[config.mk]
export PLATFORM = sky130hd
export DESIGN_NAME = midi_track_event_parser_flat
export DESIGN_NICKNAME = d
export VERILOG_FILES = /design/src/hdl/mtep_pkg.sv /design/src/hdl/mtep_in_if.sv /design/src/hdl/mtep_out_if.sv /design/src/hdl/mtep_decode.sv /design/src/hdl/midi_track_event_parser.sv /design/src/flat_wrapper.sv
export SDC_FILE = /design/constraint.sdc
export NUM_CORES = 1
export LEC_CHECK = 0
export BUFFER_PORTS_ARGS = -buffer_cell sky130_fd_sc_hd__buf_2
export CAP_MARGIN = 20
export CORE_ASPECT_RATIO = 0.75
export CORE_UTILIZATION = 35
export CTS_CLUSTER_SIZE = 14
export DETAILED_ROUTE_END_ITERATION = 7
export GPL_TIMING_DRIVEN = 1
export MAX_ROUTING_LAYER = met4
export SKIP_CTS_REPAIR_TIMING = 1
export SKIP_LAST_GASP = 1
export SLEW_MARGIN = 20
export SYNTH_ARGS = -nofsm -noshare
export SYNTH_HDL_FRONTEND = slang
export SYNTH_SLANG_ARGS = --single-unit
export TNS_END_PERCENT = 100
[constraint.sdc]
create_clock -name clk_i -period 23.8 [get_ports clk_i]
set_clock_uncertainty 0.2 [all_clocks]
set_input_delay 1.19 -clock clk_i [delete_from_list [all_inputs] [get_ports clk_i]]
set_output_delay 1.19 -clock clk_i [all_outputs]
set_load 0.01 [all_outputs]
[src/hdl/mtep_pkg.sv]
// Shared types, constants and helper functions for the MIDI track event parser.
`default_nettype none

package mtep_pkg;

  // Parser phases, one per kind of byte the track body can hold next.
  typedef enum logic [2:0] {
    PH_DELTA,
    PH_EVENT,
    PH_META_TYPE,
    PH_META_LEN,
    PH_SYSEX_LEN,
    PH_TEMPO,
    PH_SKIP,
    PH_PARAMS
  } phase_e;

  // Outcome of one byte of a variable-length quantity.
  typedef enum logic [1:0] {
    VLQ_MORE,
    VLQ_DONE,
    VLQ_BAD
  } vlq_e;

  // Result kinds.
  localparam logic [1:0] KIND_CHANNEL = 2'd0;
  localparam logic [1:0] KIND_TEMPO   = 2'd1;
  localparam logic [1:0] KIND_END     = 2'd2;

  // End reasons.
  localparam logic [1:0] REASON_RUNNING   = 2'd0;
  localparam logic [1:0] REASON_END_META  = 2'd1;
  localparam logic [1:0] REASON_DATA_END  = 2'd2;
  localparam logic [1:0] REASON_MALFORMED = 2'd3;

  // Special byte values.
  localparam logic [7:0] META_BYTE     = 8'hFF;
  localparam logic [7:0] SYSEX_START   = 8'hF0;
  localparam logic [7:0] SYSEX_ESCAPE  = 8'hF7;
  localparam logic [7:0] META_TEMPO    = 8'h51;
  localparam logic [7:0] META_END      = 8'h2F;
  localparam logic [3:0] TYPE_PROGRAM  = 4'hC;
  localparam logic [3:0] TYPE_PRESSURE = 4'hD;

  localparam int unsigned VLQ_W   = 28;
  localparam int unsigned LEN_W   = 32;
  localparam int unsigned TEMPO_W = 24;

  // Parser state carried from byte to byte.
  typedef struct packed {
    phase_e               phase;
    logic [7:0]           run_status;
    logic [VLQ_W-1:0]     vlq_value;
    logic [VLQ_W-1:0]     pending_delta;
    logic [7:0]           meta_kind;
    logic [LEN_W-1:0]     skip_remaining;
    logic [7:0]           param0;
    logic [7:0]           param1;
    logic [1:0]           data_needed;
    logic [1:0]           params_got;
    logic [TEMPO_W-1:0]   tempo_acc;
    logic [LEN_W-1:0]     byte_pos;
    logic                 track_done;
  } parse_state_t;

  // One result item.
  typedef struct packed {
    logic [1:0]           kind;
    logic [VLQ_W-1:0]     delta_ticks;
    logic [7:0]           status_byte;
    logic [7:0]           first_param;
    logic [7:0]           second_param;
    logic [1:0]           data_read;
    logic [TEMPO_W-1:0]   tempo_us;
    logic [1:0]           end_reason;
  } result_t;

  // Program change and channel pressure carry one data byte, all else two.
  function automatic logic [1:0] needed_for(input logic [7:0] status);
    logic [1:0] n;
    n = 2'd2;
    if (status[7:4] inside {TYPE_PROGRAM, TYPE_PRESSURE}) begin
      n = 2'd1;
    end
    return n;
  endfunction

  // Track end with no event attached.
  function automatic result_t end_item(input logic [VLQ_W-1:0] delta,
                                       input logic [1:0] reason);
    result_t r;
    r             = '0;
    r.kind        = KIND_END;
    r.delta_ticks = delta;
    r.end_reason  = reason;
    return r;
  endfunction

endpackage

`default_nettype wire

[src/hdl/mtep_in_if.sv]
// Input channel: one track body byte per transaction.
`default_nettype none

interface mtep_in_if;
  logic       valid;
  logic       ready;
  logic [7:0] data_byte;

  modport source (output valid, output data_byte, input ready);
  modport sink (input valid, input data_byte, output ready);
endinterface

`default_nettype wire

[src/hdl/mtep_out_if.sv]
// Output channel: one parsed event or track end per transaction.
`default_nettype none

interface mtep_out_if;
  logic        valid;
  logic        ready;
  logic [1:0]  kind;
  logic [27:0] delta_ticks;
  logic [7:0]  status_byte;
  logic [7:0]  first_param;
  logic [7:0]  second_param;
  logic [1:0]  data_read;
  logic [23:0] tempo_us;
  logic [1:0]  end_reason;

  modport source (output valid, output kind, output delta_ticks, output status_byte,
                  output first_param, output second_param, output data_read,
                  output tempo_us, output end_reason, input ready);
  modport sink (input valid, input kind, input delta_ticks, input status_byte,
                input first_param, input second_param, input data_read,
                input tempo_us, input end_reason, output ready);
endinterface

`default_nettype wire

[src/hdl/mtep_decode.sv]
// Combinational decode of one track byte: next parser state and optional result.
`default_nettype none

module mtep_decode
  import mtep_pkg::*;
(
  input  wire parse_state_t     state_i,
  input  wire logic [7:0]       data_byte_i,
  input  wire logic [LEN_W-1:0] track_length_i,
  output parse_state_t          state_o,
  output logic                  emit_o,
  output result_t               result_o
);

  logic [LEN_W-1:0]   pos_n;
  logic               at_last;
  logic [VLQ_W-1:0]   vlq_nv;
  vlq_e               vlq_res;
  logic [LEN_W-1:0]   bytes_left;
  logic               len_past;
  logic               len_bad;
  logic [1:0]         bnd_reason;
  logic [1:0]         got_n;
  logic [LEN_W-1:0]   skip_dec;
  logic [7:0]         p0_n;
  logic [7:0]         p1_n;
  logic [TEMPO_W-1:0] tempo_n;
  logic               is_sysex;
  logic               tempo_meta;
  logic               end_meta;

  // Shared arithmetic on the current byte.
  always_comb begin
    pos_n      = state_i.byte_pos + LEN_W'(1);
    at_last    = (pos_n >= track_length_i);
    vlq_nv     = {state_i.vlq_value[VLQ_W-8:0], data_byte_i[6:0]};
    if (|state_i.vlq_value[VLQ_W-1:VLQ_W-7]) begin
      vlq_res = VLQ_BAD;
    end else if (!data_byte_i[7]) begin
      vlq_res = VLQ_DONE;
    end else if (at_last) begin
      vlq_res = VLQ_BAD;
    end else begin
      vlq_res = VLQ_MORE;
    end
    bytes_left = track_length_i - pos_n;
    len_past   = ({{(LEN_W-VLQ_W){1'b0}}, vlq_nv} > bytes_left);
    len_bad    = (vlq_res == VLQ_BAD) || (vlq_res == VLQ_DONE && len_past);
    bnd_reason = at_last ? REASON_DATA_END : REASON_RUNNING;
    got_n      = state_i.params_got + 2'd1;
    skip_dec   = (state_i.skip_remaining != '0) ? state_i.skip_remaining - LEN_W'(1) : '0;
    p0_n       = state_i.params_got[0] ? state_i.param0 : data_byte_i;
    p1_n       = state_i.params_got[0] ? data_byte_i : state_i.param1;
    tempo_n    = {state_i.tempo_acc[TEMPO_W-9:0], data_byte_i};
    is_sysex   = data_byte_i inside {SYSEX_START, SYSEX_ESCAPE};
    tempo_meta = (state_i.phase == PH_META_LEN) && (state_i.meta_kind == META_TEMPO) &&
                 (vlq_nv == VLQ_W'(3));
    end_meta   = (state_i.phase == PH_META_LEN) && (state_i.meta_kind == META_END);
  end

  // Next parser state.
  always_comb begin
    state_o = state_i;

    if (state_i.track_done) begin
      // Bytes after the end are dropped.
      state_o = state_i;
    end else if (state_i.byte_pos >= track_length_i) begin
      // A byte beyond the length is not consumed.
      state_o.track_done = 1'b1;
    end else begin
      state_o.byte_pos = pos_n;
      case (state_i.phase)
        PH_DELTA: begin
          state_o.vlq_value = vlq_nv;
          if (vlq_res == VLQ_BAD) begin
            state_o.track_done = 1'b1;
          end else if (vlq_res == VLQ_DONE) begin
            state_o.pending_delta = vlq_nv;
            if (at_last) begin
              state_o.track_done = 1'b1;
            end else begin
              state_o.phase = PH_EVENT;
            end
          end
        end

        PH_EVENT: begin
          state_o.param0     = '0;
          state_o.param1     = '0;
          state_o.params_got = '0;
          if (data_byte_i == META_BYTE) begin
            state_o.run_status = '0;
            if (at_last) begin
              state_o.track_done = 1'b1;
            end else begin
              state_o.phase = PH_META_TYPE;
            end
          end else if (is_sysex) begin
            state_o.run_status = '0;
            state_o.vlq_value  = '0;
            if (at_last) begin
              state_o.track_done = 1'b1;
            end else begin
              state_o.phase = PH_SYSEX_LEN;
            end
          end else if (data_byte_i[7]) begin
            // Explicit status byte.
            state_o.run_status  = data_byte_i;
            state_o.data_needed = needed_for(data_byte_i);
            if (at_last) begin
              state_o.track_done = 1'b1;
            end else begin
              state_o.phase = PH_PARAMS;
            end
          end else begin
            // Data byte under running status.
            state_o.data_needed = needed_for(state_i.run_status);
            state_o.param0      = data_byte_i;
            state_o.params_got  = 2'd1;
            if (needed_for(state_i.run_status) == 2'd1 || at_last) begin
              if (at_last) begin
                state_o.track_done = 1'b1;
              end else begin
                state_o.phase     = PH_DELTA;
                state_o.vlq_value = '0;
              end
            end else begin
              state_o.phase = PH_PARAMS;
            end
          end
        end

        PH_PARAMS: begin
          state_o.param0     = p0_n;
          state_o.param1     = p1_n;
          state_o.params_got = got_n;
          if (got_n >= state_i.data_needed || at_last) begin
            if (at_last) begin
              state_o.track_done = 1'b1;
            end else begin
              state_o.phase     = PH_DELTA;
              state_o.vlq_value = '0;
            end
          end
        end

        PH_META_TYPE: begin
          state_o.meta_kind = data_byte_i;
          state_o.vlq_value = '0;
          if (at_last) begin
            state_o.track_done = 1'b1;
          end else begin
            state_o.phase = PH_META_LEN;
          end
        end

        PH_META_LEN, PH_SYSEX_LEN: begin
          state_o.vlq_value = vlq_nv;
          if (len_bad) begin
            state_o.track_done = 1'b1;
          end else if (vlq_res == VLQ_DONE) begin
            if (tempo_meta) begin
              state_o.tempo_acc      = '0;
              state_o.skip_remaining = LEN_W'(3);
              state_o.phase          = PH_TEMPO;
            end else if (end_meta) begin
              state_o.track_done = 1'b1;
            end else if (vlq_nv == '0) begin
              if (at_last) begin
                state_o.track_done = 1'b1;
              end else begin
                state_o.phase     = PH_DELTA;
                state_o.vlq_value = '0;
              end
            end else begin
              state_o.skip_remaining = {{(LEN_W-VLQ_W){1'b0}}, vlq_nv};
              state_o.phase          = PH_SKIP;
            end
          end
        end

        PH_TEMPO, PH_SKIP: begin
          if (state_i.phase == PH_TEMPO) begin
            state_o.tempo_acc = tempo_n;
          end
          state_o.skip_remaining = skip_dec;
          if (skip_dec == '0) begin
            if (at_last) begin
              state_o.track_done = 1'b1;
            end else begin
              state_o.phase     = PH_DELTA;
              state_o.vlq_value = '0;
            end
          end
        end

        default: begin
          state_o.phase     = PH_DELTA;
          state_o.vlq_value = '0;
        end
      endcase
    end
  end

  // Result for the current byte, if it completes an event or ends the track.
  always_comb begin
    emit_o   = 1'b0;
    result_o = '0;

    if (!state_i.track_done) begin
      if (state_i.byte_pos >= track_length_i) begin
        emit_o   = 1'b1;
        result_o = end_item('0, REASON_DATA_END);
      end else begin
        case (state_i.phase)
          PH_DELTA: begin
            if (vlq_res == VLQ_BAD) begin
              emit_o   = 1'b1;
              result_o = end_item('0, REASON_MALFORMED);
            end else if (vlq_res == VLQ_DONE && at_last) begin
              emit_o   = 1'b1;
              result_o = end_item(vlq_nv, REASON_DATA_END);
            end
          end

          PH_EVENT: begin
            if (data_byte_i == META_BYTE) begin
              if (at_last) begin
                emit_o   = 1'b1;
                result_o = end_item(state_i.pending_delta, REASON_DATA_END);
              end
            end else if (is_sysex) begin
              if (at_last) begin
                emit_o   = 1'b1;
                result_o = end_item(state_i.pending_delta, REASON_MALFORMED);
              end
            end else if (data_byte_i[7]) begin
              // Status byte on the last body byte: event with no data.
              if (at_last) begin
                emit_o               = 1'b1;
                result_o.kind        = KIND_CHANNEL;
                result_o.delta_ticks = state_i.pending_delta;
                result_o.status_byte = data_byte_i;
                result_o.end_reason  = REASON_DATA_END;
              end
            end else if (needed_for(state_i.run_status) == 2'd1 || at_last) begin
              emit_o               = 1'b1;
              result_o.kind        = KIND_CHANNEL;
              result_o.delta_ticks = state_i.pending_delta;
              result_o.status_byte = state_i.run_status;
              result_o.first_param = data_byte_i;
              result_o.data_read   = 2'd1;
              result_o.end_reason  = bnd_reason;
            end
          end

          PH_PARAMS: begin
            if (got_n >= state_i.data_needed || at_last) begin
              emit_o                = 1'b1;
              result_o.kind         = KIND_CHANNEL;
              result_o.delta_ticks  = state_i.pending_delta;
              result_o.status_byte  = state_i.run_status;
              result_o.first_param  = (got_n > 2'd0) ? p0_n : 8'd0;
              result_o.second_param = (got_n > 2'd1) ? p1_n : 8'd0;
              result_o.data_read    = got_n;
              result_o.end_reason   = bnd_reason;
            end
          end

          PH_META_TYPE: begin
            if (at_last) begin
              emit_o   = 1'b1;
              result_o = end_item(state_i.pending_delta, REASON_MALFORMED);
            end
          end

          PH_META_LEN, PH_SYSEX_LEN: begin
            if (len_bad) begin
              emit_o   = 1'b1;
              result_o = end_item(state_i.pending_delta, REASON_MALFORMED);
            end else if (vlq_res == VLQ_DONE) begin
              if (end_meta) begin
                emit_o   = 1'b1;
                result_o = end_item(state_i.pending_delta, REASON_END_META);
              end else if (vlq_nv == '0 && at_last) begin
                emit_o   = 1'b1;
                result_o = end_item(state_i.pending_delta, REASON_DATA_END);
              end
            end
          end

          PH_TEMPO: begin
            if (skip_dec == '0) begin
              emit_o               = 1'b1;
              result_o.kind        = KIND_TEMPO;
              result_o.delta_ticks = state_i.pending_delta;
              result_o.tempo_us    = tempo_n;
              result_o.end_reason  = bnd_reason;
            end
          end

          PH_SKIP: begin
            if (skip_dec == '0 && at_last) begin
              emit_o   = 1'b1;
              result_o = end_item(state_i.pending_delta, REASON_DATA_END);
            end
          end

          default: begin
            emit_o = 1'b0;
          end
        endcase
      end
    end
  end

endmodule

`default_nettype wire

[src/hdl/midi_track_event_parser.sv]
// Top level of the MIDI track event parser: registers, handshake and configuration.
`default_nettype none

// The parser takes a MIDI track body one byte per transaction and reports channel
// events, tempo changes and the end of the track. Write the body length to the
// track length register before the first byte; reset restarts the parse. Each byte
// is decoded in the cycle it is accepted and any result appears in the output
// register on the next cycle, so one byte is taken every clock as long as the
// output register is empty or being drained in the same cycle. A byte gives at
// most one result; after the end is reported, further bytes are taken and dropped.

module midi_track_event_parser
  import mtep_pkg::*;
(
  input  wire logic        clk_i,
  input  wire logic        rst_ni,
  input  wire logic        cfg_we_i,
  input  wire logic [31:0] cfg_wdata_i,
  mtep_in_if.sink          in_if,
  mtep_out_if.source       out_if
);

  parse_state_t     state_q;
  parse_state_t     state_d;
  logic [LEN_W-1:0] track_length_q;
  logic             out_valid_q;
  result_t          out_data_q;
  result_t          result_d;
  logic             emit_d;
  logic             in_fire;

  // A byte is taken whenever the output register is free or draining.
  assign in_if.ready = !out_valid_q || out_if.ready;
  assign in_fire     = in_if.valid && in_if.ready;

  mtep_decode u_decode (
    .state_i        (state_q),
    .data_byte_i    (in_if.data_byte),
    .track_length_i (track_length_q),
    .state_o        (state_d),
    .emit_o         (emit_d),
    .result_o       (result_d)
  );

  // Track length register.
  always_ff @(posedge clk_i or negedge rst_ni) begin
    if (!rst_ni) begin
      track_length_q <= '0;
    end else if (cfg_we_i) begin
      track_length_q <= cfg_wdata_i;
    end
  end

  // Parser state advances on each accepted byte.
  always_ff @(posedge clk_i or negedge rst_ni) begin
    if (!rst_ni) begin
      state_q <= '0;
    end else if (in_fire) begin
      state_q <= state_d;
    end
  end

  // Output valid flag.
  always_ff @(posedge clk_i or negedge rst_ni) begin
    if (!rst_ni) begin
      out_valid_q <= 1'b0;
    end else if (in_fire && emit_d) begin
      out_valid_q <= 1'b1;
    end else if (out_if.ready) begin
      out_valid_q <= 1'b0;
    end
  end

  // Output payload.
  always_ff @(posedge clk_i) begin
    if (in_fire && emit_d) begin
      out_data_q <= result_d;
    end
  end

  assign out_if.valid        = out_valid_q;
  assign out_if.kind         = out_data_q.kind;
  assign out_if.delta_ticks  = out_data_q.delta_ticks;
  assign out_if.status_byte  = out_data_q.status_byte;
  assign out_if.first_param  = out_data_q.first_param;
  assign out_if.second_param = out_data_q.second_param;
  assign out_if.data_read    = out_data_q.data_read;
  assign out_if.tempo_us     = out_data_q.tempo_us;
  assign out_if.end_reason   = out_data_q.end_reason;

endmodule

`default_nettype wire

[src/flat_wrapper.sv]
// flat-port wrapper written by rule: the top's interface ports become plain ports
module midi_track_event_parser_flat import mtep_pkg::*;
  (clk_i, rst_ni, cfg_we_i, cfg_wdata_i, in_if_valid, in_if_data_byte, in_if_ready, out_if_valid, out_if_kind, out_if_delta_ticks, out_if_status_byte, out_if_first_param, out_if_second_param, out_if_data_read, out_if_tempo_us, out_if_end_reason, out_if_ready);
  mtep_in_if in_if_i ();
  mtep_out_if out_if_i ();
  input  wire logic clk_i;
  input  wire logic rst_ni;
  input  wire logic cfg_we_i;
  input  wire logic [31:0] cfg_wdata_i;
  input wire logic [$bits(in_if_i.valid)-1:0] in_if_valid;
  input wire logic [$bits(in_if_i.data_byte)-1:0] in_if_data_byte;
  output wire logic [$bits(in_if_i.ready)-1:0] in_if_ready;
  output wire logic [$bits(out_if_i.valid)-1:0] out_if_valid;
  output wire logic [$bits(out_if_i.kind)-1:0] out_if_kind;
  output wire logic [$bits(out_if_i.delta_ticks)-1:0] out_if_delta_ticks;
  output wire logic [$bits(out_if_i.status_byte)-1:0] out_if_status_byte;
  output wire logic [$bits(out_if_i.first_param)-1:0] out_if_first_param;
  output wire logic [$bits(out_if_i.second_param)-1:0] out_if_second_param;
  output wire logic [$bits(out_if_i.data_read)-1:0] out_if_data_read;
  output wire logic [$bits(out_if_i.tempo_us)-1:0] out_if_tempo_us;
  output wire logic [$bits(out_if_i.end_reason)-1:0] out_if_end_reason;
  input wire logic [$bits(out_if_i.ready)-1:0] out_if_ready;
  assign in_if_i.valid = in_if_valid;
  assign in_if_i.data_byte = in_if_data_byte;
  assign in_if_ready = in_if_i.ready;
  assign out_if_valid = out_if_i.valid;
  assign out_if_kind = out_if_i.kind;
  assign out_if_delta_ticks = out_if_i.delta_ticks;
  assign out_if_status_byte = out_if_i.status_byte;
  assign out_if_first_param = out_if_i.first_param;
  assign out_if_second_param = out_if_i.second_param;
  assign out_if_data_read = out_if_i.data_read;
  assign out_if_tempo_us = out_if_i.tempo_us;
  assign out_if_end_reason = out_if_i.end_reason;
  assign out_if_i.ready = out_if_ready;
  midi_track_event_parser u_core (.clk_i(clk_i), .rst_ni(rst_ni), .cfg_we_i(cfg_we_i), .cfg_wdata_i(cfg_wdata_i), .in_if(in_if_i), .out_if(out_if_i));
endmodule
==> results of run 1 <==
## placed cells by master, fill, tap and decap left out, types with 62 or more instances in the layout
master    synthesis  routed
nor2_1           98      97
buf_2             6     127
inv_1            84      84
nand3_1          62      62
o21ai_0          89      89
a21oi_1          87      87
edfxtp_1         82      82
a22o_1           67      67
nand2_1         163     163
ha_1             97      97
dfrtp_1         209     209
## registers in the layout (all words and copies together) (netlist names)
signal / count
u_core.out_if.valid: 1
u_core.out_if.first_param: 8
u_core.out_if.delta_ticks: 28
u_core.track_length_q: 32
u_core.out_if.tempo_us: 24
u_core.state_q: 176
u_core.out_if.status_byte: 8
u_core.out_if.data_read: 2
u_core.out_if.end_reason: 2
u_core.out_if.kind: 2
u_core.out_if.second_param: 8
## worst max-delay path by stage
stage,start,endpoint,slack [ns],cells past startpoint
floorplan,u_core.state_q[2]$_DFFE_PN0P_,u_core.out_if.data_read[0]$_SDFFCE_PP0P_,11.59,28
global placement,u_core.state_q[2]$_DFFE_PN0P_,u_core.out_if.delta_ticks[24]$_SDFFCE_PP0P_,15.71,27
detailed placement,u_core.state_q[2]$_DFFE_PN0P_,u_core.out_if.delta_ticks[24]$_SDFFCE_PP0P_,15.48,27
CTS,u_core.state_q[2]$_DFFE_PN0P_,u_core.out_if.delta_ticks[6]$_SDFFCE_PP0P_,15.46,27
global route,u_core.state_q[3]$_DFFE_PN0P_,u_core.out_if.delta_ticks[6]$_SDFFCE_PP0P_,14.98,26
finish,u_core.state_q[2]$_DFFE_PN0P_,u_core.out_if.delta_ticks[21]$_SDFFCE_PP0P_,15.61,27
## where the power goes
part           leakage [uW]  switching [uW]  internal, uW
logic               0.00436             503           333
clock network      0.000527             206           309
registers           0.00346             169           675
## logic make-up (layout without fill, tap and decap cells)
family	after synthesis	count (layout)
DFF	291	291
adders and majority gates	98	98
xor gates and xnor gates	92	92
and+or+nand+nor	569	569
other	0	1
buffers and inverters	188	286
muxes	69	69
AOI/OAI and AO/OA	441	441
## layer usage
metal	vias up	global-route usage	routed length, um
li1	6621	-	-
met1	6897	0.298	24200
met2	443	0.274	20300
met3	61	0.0359	3340
met4	0	0.0419	755
met5	-	-	0
## Yosys cell counts (28+ instances only)
cell type and n:
dfrtp_1 209, nor3_1 49, nor2_1 98, mux2i_1 29
nand4_1 28, inv_1 84, o21ai_0 89, and2_1 29
clkbuf_1 80, edfxtp_1 82, nand3_1 62, xor2_1 35
a22o_1 67, xnor2_1 57, nand2_1 163, mux2_2 40
nor4_1 29, a21oi_1 87, ha_1 97
## through the flow
stage	utilization	power (uW)	area (um2)	worst slack (ns)	hold slack (ns)
after floorplan	-	1420	17300	11.59	0.250
after global placement	0.377	1650	18400	15.71	0.263
after detailed placement	0.377	1670	18400	15.48	0.271
after CTS	0.399	2200	19500	15.46	0.286
after global routing	0.400	2340	19500	14.98	0.303
final	0.400	2200	19500	15.61	0.288
## worst max-delay path, stage by stage (launching register included)
cell and delay, ns:
dfrtp_1 0.42, ha_1 0.23, nand3_1 0.15, nor2_1 0.22, and3_1 0.28, nand3_1 0.33
nor2_1 0.22, xnor2_1 0.08, ha_1 0.41, nand4_1 0.27, or3_1 0.46, o41a_1 0.45
nor2b_1 0.19, o21bai_1 0.18, a21oi_1 0.10, xor2_1 0.16, ha_1 0.30, nand4_1 0.15
nor4_1 0.46, a221o_1 0.22, a211o_1 0.09, o21ai_0 0.08, a2111oi_0 0.48, o311ai_2 0.20
buf_4 0.31, and3b_1 0.28, nor3_2 0.17, buf_6 0.60
## final cells by class
| cell class | count | area [um2] |
|---|---|---|
| Inverter | 84 | 315 |
| Antenna cell | 1 | 2.50 |
| Multi-Input combinational cell | 1269 | 8820 |
| Clock inverter | 19 | 267 |
| Clock buffer | 38 | 812 |
| Timing Repair Buffer | 145 | 801 |
| Sequential cell | 291 | 7690 |
| Fill cell | 4797 | 29300 |
| Tap cell | 648 | 811 |
==> run_results.csv, run 1 <==
group,metric,value,unit
clock_network,htree_levels,1,
sta,tightest_slew,1.14,ns
route,dr_total_vias,14000,
floorplan,io_pins,129,
worst_setup_path,r2r-end,"u_core.out_if.delta_ticks[21]$_SDFFCE_PP0P_",
logic_synthesis,synth_top_family_by_area,"compound AO/OA/AOI/OAI gates",
placement,port_buffers,128,
logic_synthesis,synth_top_cell_area_share,0.303,
clock_network,clockRootBuffer,"clkbuf_16",
logic_synthesis,yosys.area.top_type,"dfrtp_1",
route,vias_per_cell,5.62,
clock_network,clock_sinks,291,
grt,grt_pass1_wl,77300,um
logic_synthesis,yosysWarnings,0,
sta,final_hold_viol_count,0,
sta,maxSlewHeadroom,0.240,
logic_synthesis,synth_compound_area_frac,0.179,
layout,fin_cells,2495,
clock_network,clk_latency,0.58,ns
layout,area_delta_synth_final,12.9,%
logic_synthesis,synth-seq-area-share,0.445,
placement,place.gp.congestion,0.958,
logic_synthesis,syn-instance-count,1748,
sta,final.min_clock_period,8.19,ns
placement,hpwl,34300,um
floorplan,initial_utilization,0.354,
clock_network,cts_tree,"yes",
run_status,status,"completed",
grt,grt_max_degree,83,
route,drt_iter0_markers,1195,
hold_path,min_to,"u_core.state_q[69]$_DFFE_PN0P_",
sta,slew_viol_final,0,
grt,grt_pass1_vias,13500,
logic_synthesis,synth-edff-count,82,
floorplan,dieHeight,194,um
logic_synthesis,synth_fa_ha_area_frac,0.0714,
floorplan,fp.dieW,259,um
clock_network,clock_path_buffers,3,
job,max_cap_viol_count,0,
logic_synthesis,syn-cell-area,17300,um2
floorplan,core_area,48800,um2
logic_synthesis,synthFlopType,"dfrtp_1",
worst_setup_path,cp.arrival,8.19,ns
route,drc,0,
worst_setup_path,cp.required,23.80,ns
logic_synthesis,ys_ff_latch,291,
sta,rsz0062_at_grt,"no",
hold_path,hp-start,"u_core.state_q[69]$_DFFE_PN0P_",
grt,grt_overflow,0,
logic_synthesis,synthArstFlopShare,0.718,
grt,antenna_found_initial,1,
logic_synthesis,syn_nets,1891,
power,leakagePower,0.00835,uW
worst_setup_path,regToRegSetupSlack,15.61,ns
sta,setup_viol,0,
logic_synthesis,syn_avg_cell_area,9.89,um2
floorplan,rows,70,
placement,dp.cells,2436,
logic_synthesis,synth-simple-area-share,0.168,
worst_setup_path,rr_startpoint,"u_core.state_q[2]$_DFFE_PN0P_",
power,power_density,112,nW/um2
route,wl_per_cell,19.5,um
route,drt-pass1-iter-count,5,
hold_path,min_path_cells,2,
sta,post-route-period-util,0.344,
clock_network,numCtsBuffers,31,
sta,fmax,122,MHz
route,postRouteAntennaNets,0,
hold_path,hp-class,"reg2reg",
logic_synthesis,synth.area.top_cells,"dfrtp_1, edfxtp_1, ha_1",
layout,final_layout_size_suffix_gt1_frac,0.148,
grt,grt_usage,0.198,
worst_setup_path,r2r_cells,27,
logic_synthesis,synth.area.mux_share,0.0428,
worst_setup_path,critPathMaxFanout,82,
worst_setup_path,startpoint_type,"register",
sta,tns,0,ns
layout,fin_nets,1965,
logic_synthesis,synth_xor_area_frac,0.0466,
worst_setup_path,cp-end-kind,"register",
route,drt_wl_total,48600,um
worst_setup_path,path_class,"reg2reg",
logic_synthesis,post_synth_num_cell_types,87,
power,vdd_ir_drop_max,64.0,uV
clock_network,path_clk_slew,0.06,ns
floorplan,die_area,50300,um2
Power figures use the tool's default switching activity.
==> run 2: changes to the inputs <==
==> constraint.sdc (replaced) <==
create_clock -name clk_i -period 6.8 [get_ports clk_i]
set_clock_uncertainty 0.2 [all_clocks]
set_input_delay 0.34 -clock clk_i [delete_from_list [all_inputs] [get_ports clk_i]]
set_output_delay 0.34 -clock clk_i [all_outputs]
set_load 0.01 [all_outputs]
==> run 2 against run 1 <==
  * Wire length increased by 3.7%
  * Combinational power increased to 3.8 times the previous value
  * Utilization increased by 1.7 points
  * Final cell count increased by 2.7%
  * Clock power increased to 3.4 times the previous value
  * Total power increased to 3.6 times the previous value
  * Critical path depth increased by 1
  * Sequential share of layout area decreased by 1.6 points
  * Critical endpoint is now u_core.out_if.delta_ticks[1]$_SDFFCE_PP0P_
==> run_results.csv, run 2 (synthesis results as in run 1) <==
group,metric,value,unit
placement,place.gp.congestion,0.949,
route,drt-pass1-iter-count,5,
worst_setup_path,cp.arrival,6.59,ns
clock_network,path_clk_slew,0.07,ns
worst_setup_path,path_class,"reg2reg",
worst_setup_path,startpoint_type,"register",
sta,fmax,155,MHz
power,vdd_ir_drop_max,243,uV
clock_network,clock_path_buffers,3,
clock_network,htree_levels,1,
floorplan,dieHeight,194,um
sta,maxSlewHeadroom,0.299,
layout,largest_reg_flops,176,
worst_setup_path,cp-startpoint,"u_core.state_q[2]$_DFFE_PN0P_",
layout,regArea,7700,um2
grt,grt_pass1_vias,13500,
floorplan,io_pins,129,
route,drt_iter0_markers,1354,
worst_setup_path,r2r-end,"u_core.out_if.delta_ticks[1]$_SDFFCE_PP0P_",
grt,grt_usage,0.203,
floorplan,fp.dieW,259,um
grt,busiest_layer,"met1",
worst_setup_path,crit_slowest_cell,"dfrtp_2",
layout,final_cell_mix,"dfrtp_1, nand2_1, buf_2, nor2_1, ha_1",
layout,layout_commonest_cell,"dfrtp_1",
grt,grt_overflow,0,
worst_setup_path,r2r_cells,28,
layout,top_register,"u_core.state_q",
worst_setup_path,regToRegSetupSlack,0.34,ns
placement,place_ws,-0.105,ns
placement,port_buffers,128,
layout,antennaDiodeCount,0,
route,wl_per_cell,19.7,um
sta,final_hold_viol_count,0,
sta,setup_viol,0,
worst_setup_path,setup.worst_path.end,"u_core.out_if.delta_ticks[1]$_SDFFCE_PP0P_",
sta,slew_viol_final,0,
worst_setup_path,cp.required,6.93,ns
sta,holdWs,0.0253,ns
worst_setup_path,max_stage_delay,0.44,ns
placement,dpl_cell_area,18700,um2
hold_path,hp-class,"in2reg",
grt,grt_pass1_wl,78500,um
worst_setup_path,rr_startpoint,"u_core.state_q[2]$_DFFE_PN0P_",
sta,tightest_slew,1.05,ns
clock_network,clock_sinks,291,
floorplan,die_area,50300,um2
route,drt_wl_total,50400,um
sta,finalWorstSetupSlack,0.337,ns
worst_setup_path,cp-end-kind,"register",
grt,use_met1,0.310,
placement,hpwl,35300,um
floorplan,core_area,48800,um2
layout,final_layout_size_suffix_gt1_frac,0.177,
grt,use_met3,0.0274,
sta,post-route-period-util,0.950,
route,drc,0,
worst_setup_path,path_common_cell,"buf_4",
power,leakagePower,0.00867,uW
clock_network,numCtsBuffers,31,
worst_setup_path,critPathMaxFanout,8,
layout,stdcell_area,20300,um2
grt,antenna_found_initial,0,
route,vias_per_cell,5.60,
route,postRouteAntennaNets,0,
floorplan,initial_utilization,0.354,
clock_network,cts_tree,"yes",
run_status,status,"completed",
grt,grt_max_degree,101,
layout,area_delta_synth_final,17.7,%
power,power_density,387,nW/um2
clock_network,clockRootBuffer,"clkbuf_16",
layout,post-route-util,0.417,
job,max_cap_viol_count,0,
layout,fillers,4768,
route,dr_total_vias,14400,
power,finalPower,7870,uW
layout,fin_nets,2033,
sta,final.min_clock_period,6.46,ns
layout,multi_input_area,9010,um2
floorplan,rows,70,
clock_network,clk_latency,0.60,ns
grt,met2_usage,0.279,
[run 2: cell types whose count changed in the layout (fill, tap and decap cells not counted), moves of 4 or more]
cell           before  now
dfrtp_1           209  203
buf_4              15   43
buf_12              0    7
clkbuf_1            6    2
dlygate4sd3_1       0   34
dfrtp_2             0    6
nor2_2              1    5
clkinv_1            0    6
nor2_1             97   93
ha_1               97   93
[run 2: worst max-delay path, delay by kind of cell (launching register included)]
kind / cells / cell delay (ns)
AO/OA/AOI/OAI: 7 / 1.26
XOR/XNOR: 2 / 0.23
adder cells (fa/ha/maj): 2 / 0.69
buffers and inverters: 4 / 0.61
flip-flops: 1 / 0.44
AND/OR/NAND/NOR: 13 / 2.74
[run 2: metrics by stage]
| stage | cells | TNS [ns] |
|---|---|---|
| after floorplan | 1748 | -72.19 |
| after global placement | 2456 | 0 |
| after detailed placement | 2456 | -5.93 |
| after CTS | 2514 | -7.17 |
| after global routing | 2563 | -0.438 |
| final | 2563 | 0 |
[run 2: report_power, final]
part,total [uW],internal (uW),switching [uW]
Combinational,3150,1310,1830
Sequential,2980,2360,620
Clock,1730,977,757
[run 2: cell type report]
| type | count | share of cell area |
|---|---|---|
| clock buffer | 35 | 0.0399 |
| tap | 648 | 0.0399 |
| multi-input combinational | 1269 | 0.443 |
| inverter | 84 | 0.0155 |
| timing repair buffer | 213 | 0.0726 |
| sequential | 291 | 0.378 |
| clock inverter | 23 | 0.0109 |
[run 2: how the worst min path moves through the flow]
stage | from | to | slack (ns) | depth (start not counted)
floorplan | rst_ni | u_core.out_if.valid$_DFFE_PN0P_ | -0.16 | 0
global placement | u_core.state_q[70]$_DFFE_PN0P_ | u_core.state_q[70]$_DFFE_PN0P_ | 0.27 | 2
detailed placement | u_core.state_q[166]$_DFFE_PN0P_ | u_core.state_q[166]$_DFFE_PN0P_ | 0.28 | 1
CTS | rst_ni | u_core.state_q[78]$_DFFE_PN0P_ | -0.34 | 1
global route | in_if_data_byte[4] | u_core.state_q[73]$_DFFE_PN0P_ | 0.03 | 3
finish | in_if_data_byte[0] | u_core.state_q[69]$_DFFE_PN0P_ | 0.03 | 3
[run 2: layer usage]
metal  vias to the layer above  wire length (um)
met2                       516             20800
met1                      7036             24800
met4                         0              1200
li1                       6733                 -
met3                        77              3620
met5                         -                 0
